**config.mk**
```make
export PLATFORM = sky130hd
export DESIGN_NAME = greedy_batch_grouper_core
export DESIGN_NICKNAME = d
export VERILOG_FILES = /design/src/hw/rtl/gbg_pkg.sv /design/src/hw/rtl/gbg_mul.sv /design/src/hw/rtl/greedy_batch_grouper_core.sv
export SDC_FILE = /design/constraint.sdc
export NUM_CORES = 2
export LEC_CHECK = 0
export BUFFER_PORTS_ARGS = -buffer_cell sky130_fd_sc_hd__buf_2
export CAP_MARGIN = 10
export CORE_MARGIN = 2
export CORE_UTILIZATION = 31
export CTS_CLUSTER_SIZE = 20
export DETAILED_ROUTE_END_ITERATION = 6
export GPL_TIMING_DRIVEN = 0
export PLACE_DENSITY_LB_ADDON = 0.1
export SLEW_MARGIN = 10
export SYNTH_ARGS = -nofsm -noshare
export SYNTH_HDL_FRONTEND = slang
export SYNTH_SLANG_ARGS = --single-unit
```
**constraint.sdc**
```tcl
create_clock -name clk -period 14.3 [get_ports clk]
set_input_delay 1.43 -clock clk [delete_from_list [all_inputs] [get_ports clk]]
set_output_delay 1.43 -clock clk [all_outputs]
set_load 0.005 [all_outputs]
```
**src/hw/rtl/gbg_pkg.sv**
```systemverilog
`timescale 1ns / 1ps
`default_nettype none
// ---------------------------------------------------------------------------
// gbg_pkg
// Shared types, widths and codes of the greedy batch grouper.
// ---------------------------------------------------------------------------
package gbg_pkg;

    // field widths
    localparam int AtomW   = 8;
    localparam int TorsW   = 6;
    localparam int NodeW   = 8;
    localparam int ConfW   = 8;
    localparam int ChgW    = 8;
    localparam int CountW  = 16;
    localparam int PpiW    = 7;
    localparam int TargetW = 16;
    localparam int MemW    = 48;
    localparam int CtxW    = 16;
    localparam int ReasonW = 2;

    // member count plus one
    localparam int MW      = CountW + 1;
    // pose total: (count+1) * poses_per_item
    localparam int PoseW   = MW + PpiW;
    // per-pose bytes plus the four bytes of pose overhead, at most 149952
    localparam int PerW    = 18;

    // shared multiplier operand and product widths
    localparam int OpaW    = PoseW;
    localparam int OpbW    = PerW;
    localparam int ProdW   = OpaW + OpbW;

    // stream payload widths
    localparam int InDataW  = 40;
    localparam int OutDataW = 80;
    localparam int OutUserW = 3;

    // configuration port
    localparam int CfgIdxW  = 2;
    localparam int CfgDataW = MemW;

    typedef logic [CfgIdxW-1:0] cfg_idx_t;
    localparam cfg_idx_t REG_POSES_PER_ITEM = 2'd0;
    localparam cfg_idx_t REG_POSE_TARGET    = 2'd1;
    localparam cfg_idx_t REG_MEMORY_LIMIT   = 2'd2;
    localparam cfg_idx_t REG_CONTEXT_BYTES  = 2'd3;

    // close reasons, first that holds wins
    typedef logic [ReasonW-1:0] reason_t;
    localparam reason_t REASON_NONE  = 2'd0;
    localparam reason_t REASON_POSES = 2'd1;
    localparam reason_t REASON_MEM   = 2'd2;
    localparam reason_t REASON_RATIO = 2'd3;

    // sequencer states
    typedef enum logic [2:0] {
        ST_IDLE,
        ST_HC,
        ST_POSE,
        ST_MEM,
        ST_CTX,
        ST_DONE
    } state_t;

endpackage
`default_nettype wire

```
**src/hw/rtl/gbg_mul.sv**
```systemverilog
`timescale 1ns / 1ps
`default_nettype none
// ---------------------------------------------------------------------------
// gbg_mul
// Shared unsigned multiplier with a registered product.
// ---------------------------------------------------------------------------
module gbg_mul
    import gbg_pkg::*;
(
    input  wire logic             clk,
    input  wire logic [OpaW-1:0]  opa,
    input  wire logic [OpbW-1:0]  opb,
    output logic      [ProdW-1:0] prod
);

    logic [ProdW-1:0] prod_reg;

    // one product per cycle, registered
    always_ff @(posedge clk)
    begin
        prod_reg <= ProdW'(opa) * ProdW'(opb);
    end

    assign prod = prod_reg;

endmodule
`default_nettype wire

```
**src/hw/rtl/greedy_batch_grouper_core.sv**
```systemverilog
`timescale 1ns / 1ps
`default_nettype none
// ---------------------------------------------------------------------------
// greedy_batch_grouper_core
// Packs size-sorted work items greedily into batches, one result per item.
// ---------------------------------------------------------------------------
// Each item passes through the sequencer in order: the idle state in which
// it is accepted, four passes through a single shared registered multiplier
// (change triangle, pose total, pose memory, context memory) and a final
// state to sum, decide the close reason and update the batch state, at the
// end of which the result is loaded into the output register. The input is
// ready only while the sequencer is idle, so a new item is not taken before
// the last result is loaded; the result sits in an output register, so the
// next item is taken while an earlier result still waits downstream. A
// result that is not taken holds the sequencer in its final state.
// ---------------------------------------------------------------------------
module greedy_batch_grouper_core
    import gbg_pkg::*;
(
    input  wire logic                clk,
    input  wire logic                rst_n,
    // configuration writes
    input  wire logic                cfg_we,
    input  wire logic [CfgIdxW-1:0]  cfg_index,
    input  wire logic [CfgDataW-1:0] cfg_wdata,
    // input items
    input  wire logic                s_axis_tvalid,
    output logic                     s_axis_tready,
    // atom_count[7:0], torsion_count[13:8], node_count[21:14],
    // conf_len[29:22], change_size[37:30], zero[39:38]
    input  wire logic [InDataW-1:0]  s_axis_tdata,
    // results
    output logic                     m_axis_tvalid,
    input  wire logic                m_axis_tready,
    // batch_number[15:0], position_in_batch[31:16], estimated_memory[79:32]
    output logic [OutDataW-1:0]      m_axis_tdata,
    // starts_new_batch[0], close_reason[2:1]
    output logic [OutUserW-1:0]      m_axis_tuser
);

    // configuration registers
    logic [PpiW-1:0]    ppi_reg;
    logic [TargetW-1:0] pose_target_reg;
    logic [MemW-1:0]    mem_limit_reg;
    logic [CtxW-1:0]    ctx_bytes_reg;

    // batch state
    logic [CountW-1:0]  member_count_reg;
    logic [CountW-1:0]  batch_index_reg;
    logic [AtomW-1:0]   max_atoms_reg;
    logic [AtomW-1:0]   min_atoms_reg;
    logic [TorsW-1:0]   max_tors_reg;
    logic [NodeW-1:0]   max_nodes_reg;
    logic [ConfW-1:0]   max_conf_reg;
    logic [ChgW-1:0]    max_chg_reg;

    // latched item
    logic [AtomW-1:0]   atom_reg;
    logic [TorsW-1:0]   tors_reg;
    logic [NodeW-1:0]   node_reg;
    logic [ConfW-1:0]   conf_reg;
    logic [ChgW-1:0]    chg_reg;

    // intermediate results
    logic [PerW-1:0]    per_reg;
    logic [PoseW-1:0]   pose_reg;
    logic [ProdW-1:0]   acc_reg;

    // output register
    logic               out_valid_reg;
    logic [OutDataW-1:0] out_data_reg;
    logic [OutUserW-1:0] out_user_reg;

    state_t state_reg;
    state_t state_next;

    logic [OpaW-1:0]  mul_a;
    logic [OpbW-1:0]  mul_b;
    logic [ProdW-1:0] mul_p;
    logic             in_take;
    logic             load_out;

    // running maxima and minimum including the item
    logic [AtomW-1:0] ta;
    logic [NodeW-1:0] tn;
    logic [ConfW-1:0] tc;
    logic [ChgW-1:0]  tg;
    logic [AtomW-1:0] lo;
    logic [MW-1:0]    m_val;
    logic [CountW-1:0] hc;
    logic [PerW-1:0]  per_val;
    logic [MemW-1:0]  est;
    logic             over_poses;
    logic             over_mem;
    logic             mismatch;
    logic             nonempty;
    reason_t          reason;
    logic             closing;

    assign ta = (atom_reg > max_atoms_reg) ? atom_reg : max_atoms_reg;
    assign tn = (node_reg > max_nodes_reg) ? node_reg : max_nodes_reg;
    assign tc = (conf_reg > max_conf_reg)  ? conf_reg : max_conf_reg;
    assign tg = (chg_reg > max_chg_reg)    ? chg_reg  : max_chg_reg;
    assign lo = (atom_reg < min_atoms_reg) ? atom_reg : min_atoms_reg;
    assign m_val = MW'(member_count_reg) + MW'(1);

    // change triangle from the first product, then per-pose bytes plus 4
    assign hc = mul_p[CountW:1];
    assign per_val = PerW'(12) * PerW'(tc) + PerW'(16) * PerW'(tg) + PerW'(4) * PerW'(hc)
                   + PerW'(24) * PerW'(ta) + PerW'(24) * PerW'(tn) + PerW'(12);

    // estimate stays below 2^42, no saturation reachable
    assign est = MemW'(acc_reg) + MemW'(mul_p);

    // close checks
    assign nonempty   = (member_count_reg != '0);
    assign over_poses = (pose_reg > PoseW'(pose_target_reg));
    assign over_mem   = (mem_limit_reg != '0) && (est > mem_limit_reg);
    assign mismatch   = (lo != '0) && ({1'b0, ta} > {lo, 1'b0});

    always_comb
    begin
        reason = REASON_NONE;
        if (nonempty)
        begin
            if (over_poses)
            begin
                reason = REASON_POSES;
            end
            else if (over_mem)
            begin
                reason = REASON_MEM;
            end
            else if (mismatch)
            begin
                reason = REASON_RATIO;
            end
        end
    end

    assign closing = (reason != REASON_NONE);

    // shared multiplier
    gbg_mul u_mul (
        .clk  (clk),
        .opa  (mul_a),
        .opb  (mul_b),
        .prod (mul_p)
    );

    // next state
    always_comb
    begin
        state_next = state_reg;
        case (state_reg)
            ST_IDLE:
            begin
                if (s_axis_tvalid)
                begin
                    state_next = ST_HC;
                end
            end
            ST_HC:   state_next = ST_POSE;
            ST_POSE: state_next = ST_MEM;
            ST_MEM:  state_next = ST_CTX;
            ST_CTX:  state_next = ST_DONE;
            ST_DONE:
            begin
                if (!out_valid_reg || m_axis_tready)
                begin
                    state_next = ST_IDLE;
                end
            end
            default: state_next = ST_IDLE;
        endcase
    end

    // sequencer outputs: multiplier operands and strobes
    always_comb
    begin
        mul_a    = '0;
        mul_b    = '0;
        in_take  = 1'b0;
        load_out = 1'b0;
        case (state_reg)
            ST_IDLE:
            begin
                in_take = s_axis_tvalid;
            end
            ST_HC:
            begin
                mul_a = OpaW'(tg);
                mul_b = OpbW'(tg) + OpbW'(1);
            end
            ST_POSE:
            begin
                mul_a = OpaW'(m_val);
                mul_b = OpbW'(ppi_reg);
            end
            ST_MEM:
            begin
                mul_a = mul_p[PoseW-1:0];
                mul_b = per_reg;
            end
            ST_CTX:
            begin
                mul_a = OpaW'(m_val);
                mul_b = OpbW'(ctx_bytes_reg);
            end
            ST_DONE:
            begin
                // keep the context product steady while the result waits
                mul_a    = OpaW'(m_val);
                mul_b    = OpbW'(ctx_bytes_reg);
                load_out = !out_valid_reg || m_axis_tready;
            end
            default:
            begin
                mul_a = '0;
            end
        endcase
    end

    assign s_axis_tready = (state_reg == ST_IDLE);

    // sequencer state and output valid
    always_ff @(posedge clk or negedge rst_n)
    begin
        if (!rst_n)
        begin
            state_reg     <= ST_IDLE;
            out_valid_reg <= 1'b0;
        end
        else
        begin
            state_reg <= state_next;
            if (load_out)
            begin
                out_valid_reg <= 1'b1;
            end
            else if (m_axis_tready)
            begin
                out_valid_reg <= 1'b0;
            end
        end
    end

    // configuration registers
    always_ff @(posedge clk or negedge rst_n)
    begin
        if (!rst_n)
        begin
            ppi_reg         <= PpiW'(8);
            pose_target_reg <= TargetW'(2048);
            mem_limit_reg   <= '0;
            ctx_bytes_reg   <= CtxW'(256);
        end
        else if (cfg_we)
        begin
            case (cfg_index)
                REG_POSES_PER_ITEM: ppi_reg         <= cfg_wdata[PpiW-1:0];
                REG_POSE_TARGET:    pose_target_reg <= cfg_wdata[TargetW-1:0];
                REG_MEMORY_LIMIT:   mem_limit_reg   <= cfg_wdata[MemW-1:0];
                REG_CONTEXT_BYTES:  ctx_bytes_reg   <= cfg_wdata[CtxW-1:0];
                default:            ppi_reg         <= ppi_reg;
            endcase
        end
    end

    // batch state, updated as the result is loaded
    always_ff @(posedge clk or negedge rst_n)
    begin
        if (!rst_n)
        begin
            member_count_reg <= '0;
            batch_index_reg  <= '0;
            max_atoms_reg    <= '0;
            min_atoms_reg    <= '1;
            max_tors_reg     <= '0;
            max_nodes_reg    <= '0;
            max_conf_reg     <= '0;
            max_chg_reg      <= '0;
        end
        else if (load_out)
        begin
            if (closing)
            begin
                if (batch_index_reg != '1)
                begin
                    batch_index_reg <= batch_index_reg + CountW'(1);
                end
                member_count_reg <= CountW'(1);
                max_atoms_reg    <= atom_reg;
                min_atoms_reg    <= atom_reg;
                max_tors_reg     <= tors_reg;
                max_nodes_reg    <= node_reg;
                max_conf_reg     <= conf_reg;
                max_chg_reg      <= chg_reg;
            end
            else
            begin
                if (member_count_reg != '1)
                begin
                    member_count_reg <= member_count_reg + CountW'(1);
                end
                max_atoms_reg <= ta;
                min_atoms_reg <= lo;
                max_tors_reg  <= (tors_reg > max_tors_reg) ? tors_reg : max_tors_reg;
                max_nodes_reg <= tn;
                max_conf_reg  <= tc;
                max_chg_reg   <= tg;
            end
        end
    end

    // item latch, intermediates and result payload
    always_ff @(posedge clk)
    begin
        if (in_take)
        begin
            atom_reg <= s_axis_tdata[7:0];
            tors_reg <= s_axis_tdata[13:8];
            node_reg <= s_axis_tdata[21:14];
            conf_reg <= s_axis_tdata[29:22];
            chg_reg  <= s_axis_tdata[37:30];
        end
        if (state_reg == ST_POSE)
        begin
            per_reg <= per_val;
        end
        if (state_reg == ST_MEM)
        begin
            pose_reg <= mul_p[PoseW-1:0];
        end
        if (state_reg == ST_CTX)
        begin
            acc_reg <= mul_p;
        end
        if (load_out)
        begin
            out_user_reg <= {reason, closing};
            out_data_reg <= {est,
                             closing ? CountW'(0) : member_count_reg,
                             (closing && batch_index_reg != '1)
                                 ? batch_index_reg + CountW'(1) : batch_index_reg};
        end
    end

    assign m_axis_tvalid = out_valid_reg;
    assign m_axis_tdata  = out_data_reg;
    assign m_axis_tuser  = out_user_reg;

`ifndef ASSERT_OFF
    // a new batch always starts at position zero
    a_new_batch_pos: assert property (@(posedge clk) disable iff (!rst_n)
        (out_valid_reg && out_user_reg[0]) |-> (out_data_reg[31:16] == '0))
        else $error("new batch result with nonzero position");

    // start flag agrees with the reason code
    a_flag_reason: assert property (@(posedge clk) disable iff (!rst_n)
        out_valid_reg |-> (out_user_reg[0] == (out_user_reg[2:1] != REASON_NONE)))
        else $error("start flag and close reason disagree");

    // memory check is off while the limit is zero
    a_mem_off: assert property (@(posedge clk) disable iff (!rst_n)
        (out_valid_reg && mem_limit_reg == '0) |-> (out_user_reg[2:1] != REASON_MEM))
        else $error("memory close with the limit disabled");

    // a nonempty batch keeps min atoms at or below max atoms
    a_min_max: assert property (@(posedge clk) disable iff (!rst_n)
        (member_count_reg != '0) |-> (min_atoms_reg <= max_atoms_reg))
        else $error("batch minimum above maximum");

    // an accepted item runs the multiplier passes next
    a_seq_start: assert property (@(posedge clk) disable iff (!rst_n)
        in_take |=> (state_reg == ST_HC))
        else $error("sequencer did not start after accepting an item");
`endif

endmodule
`default_nettype wire

```
==> flow_summary.json <==
{
  "hold_class": "reg2reg",
  "drive_above_1_share": 0.125,
  "cp_common_cell": "inv_1",
  "clock-root-buffer": "clkbuf_16",
  "slowest_delay_ns": 0.78,
  "antenna_found_initial": 6,
  "die_width_um": 342,
  "status": "finished, final reports clean",
  "critPathMaxFanout": 10,
  "grt_pass1_wl_mm": 165,
  "reg2reg_from": "max_chg_reg[1]",
  "drc": 0,
  "grt_pass1_vias": 26286,
  "postCtsSetupBuffers": 0,
  "fillers": 11753,
  "synth_area_um2": 35400,
  "async_flop_share": 0.411,
  "io_pins": 180,
  "area_growth_pct": 13.4,
  "finalSetupViolCount": 0,
  "rsz0062_at_grt": "no",
  "crit_required_ns": 14.85,
  "ys_seq_area_frac": 0.302,
  "cts_num_sinks": 397,
  "dr.pass1.iters": 5,
  "port-buffer-count": 166,
  "nets": 4519,
  "numCtsBuffers": 49,
  "synth-edff-count": 192,
  "clock_latency_ns": 0.63,
  "utilization": 0.353,
  "start_kind": "register",
  "dpl_cell_area_um2": 38400,
  "hold_depth": 0,
  "r2r-end": "u_mul.prod[41]",
  "design_area_um2": 40200,
  "worstMarginPinSlew_ns": 1.36,
  "slowest_stage": "a21oi_1",
  "grt_start_max_net_pins": 89,
  "ys.flop_type": "edfxtp_1",
  "synth_cells": 3484,
  "rr_worst_depth": 40,
  "cts_tree": "built",
  "wire_per_inst_um": 20.6,
  "finClkSkew_ns": 0.0271,
  "vias": 25185,
  "critPathArrivalTime_ns": 12.21,
  "synthDistinctLibCells": 83,
  "core_area_um2": 114000,
  "whs_endpoint": "acc_reg[26]",
  "hold_viol_final": 0,
  "finalCritPeriodShare": 0.816,
  "worstHoldStart": "u_mul.prod[26]",
  "synth_warnings": 0,
  "max_freq_ghz": 0.0857,
  "largest_register_ffs": 75,
  "worstSetupPathType": "reg2reg",
  "dieArea_um2": 117000,
  "hpwl_mm": 88.6,
  "gp_congestion": 0.858,
  "synth-seq-cells": 397,
  "mostFrequentLayoutCell": "inv_1",
  "grt_use_total": 0.188,
  "dp.cells": 5189,
  "fin_setup_tns_ns": 0,
  "finalCriticalPeriod_ns": 11.67,
  "die_h_um": 342,
  "ctsLongestPathBuffers": 3,
  "endpoint_kind": "register",
  "first_iter_violations": 1359,
  "path_clk_slew_ns": 0.06,
  "drt_wl_total_mm": 109,
  "postRouteAntennaNets": 0,
  "layout_common_cells": "inv_1 (579), fa_1 (381), ha_1 (314)",
  "viasPerCell": 4.76,
  "synth.avg_cell_area_um2": 10.2,
  "slew_headroom": 0.0880,
  "rrSetupSlack_ns": 2.63,
  "floorplan.initialDensity": 0.311,
  "slew_viol_final": 0,
  "ctsResizeCount": 0,
  "fp-row-count": 124,
  "htreeDepth": 2,
  "maxCapViolCount": 0,
  "ctsHoldBuffers": 0,
  "grt_overflow_total": 0,
  "final_cells": 5286
}
==> worst max-delay path: cells and delay by family, from the launching register on <==
kind	cells	cell delay (ns)
DFF	1	0.39
and+or+nand+nor	6	0.99
xor gates and xnor gates	1	0.14
AOI/OAI and AO/OA	12	3.82
adders and majority gates	9	4.12
buffers and inverters	10	1.29
muxes	2	0.77
==> Yosys cell counts (34+ instances only) <==
cell,number,area (um2)
a21o_1,88,661
a21oi_1,120,601
and2_1,37,231
and3_1,42,263
clkbuf_1,89,334
dfrtp_1,152,3800
dfxtp_1,42,841
edfxtp_1,192,5770
fa_1,381,7630
ha_1,314,3930
inv_1,579,2170
mux2_2,144,1620
nand2_1,298,1120
nand3_1,41,205
nand4_1,49,307
nor2_1,302,1130
nor2b_1,34,213
o21a_1,35,263
o21ai_0,64,320
xnor2_1,107,937
xor2_1,37,324
==> per-stage QoR <==
step | hold slack [ns] | setup WS (ns)
final | 0.440 | 2.63
after floorplan | 0.412 | 5.52
after detailed placement | 0.433 | 2.71
after global routing | 0.461 | 2.07
after global placement | 0.430 | 2.11
after CTS | 0.448 | 2.68
==> cell type report <==
type	instances	area [um2]	share of cell area
tap	1512	1890	0.0471
antenna	4	10.0	0.000249
sequential	397	10700	0.266
buffer	111	479	0.0119
clock buffer	62	1350	0.0335
clock inverter	30	370	0.00922
timing repair buffer	177	1010	0.0251
multi-input combinational	2412	22200	0.552
inverter	581	2190	0.0544
==> worst max path at each step <==
stage / slack [ns] / to / cells past startpoint / start
6_report: 2.63 / u_mul.prod[41] / 40 / max_chg_reg[1]
5_1_grt: 2.07 / u_mul.prod[41] / 39 / chg_reg[1]
4_1_cts: 2.68 / u_mul.prod[41] / 39 / chg_reg[1]
3_5_place_dp: 2.71 / u_mul.prod[41] / 39 / chg_reg[1]
3_3_place_gp: 2.11 / u_mul.prod[41] / 37 / chg_reg[1]
2_1_floorplan: 5.52 / u_mul.prod[41] / 38 / chg_reg[1]
==> cells by family (layout without fill, tap and decap cells) <==
kind of cell / count (synthesis) / after routing / share of synthesized area
AND/OR/NAND/NOR: 901 / 901 / 0.116
adder cells (fa/ha/maj): 695 / 695 / 0.326
buffers and inverters: 692 / 961 / 0.0750
AO/OA/AOI/OAI: 475 / 475 / 0.0898
flip-flops: 397 / 397 / 0.302
multiplexers: 178 / 178 / 0.0556
XOR/XNOR: 144 / 144 / 0.0356
other: 2 / 23 / 0.000212
==> metal layers <==
layer  routed length [um]  vias to the layer above  track usage
met5                    0                        -            0
met4                 2800                        0       0.0471
met3                 4970                      113       0.0242
met2                48500                      544        0.294
met1                52600                    12569        0.273
li1                     -                    11959            -
Power is left out: the tool's default activity adds up to more than one toggle a clock period on the data nets, which glitch-free logic cannot reach.
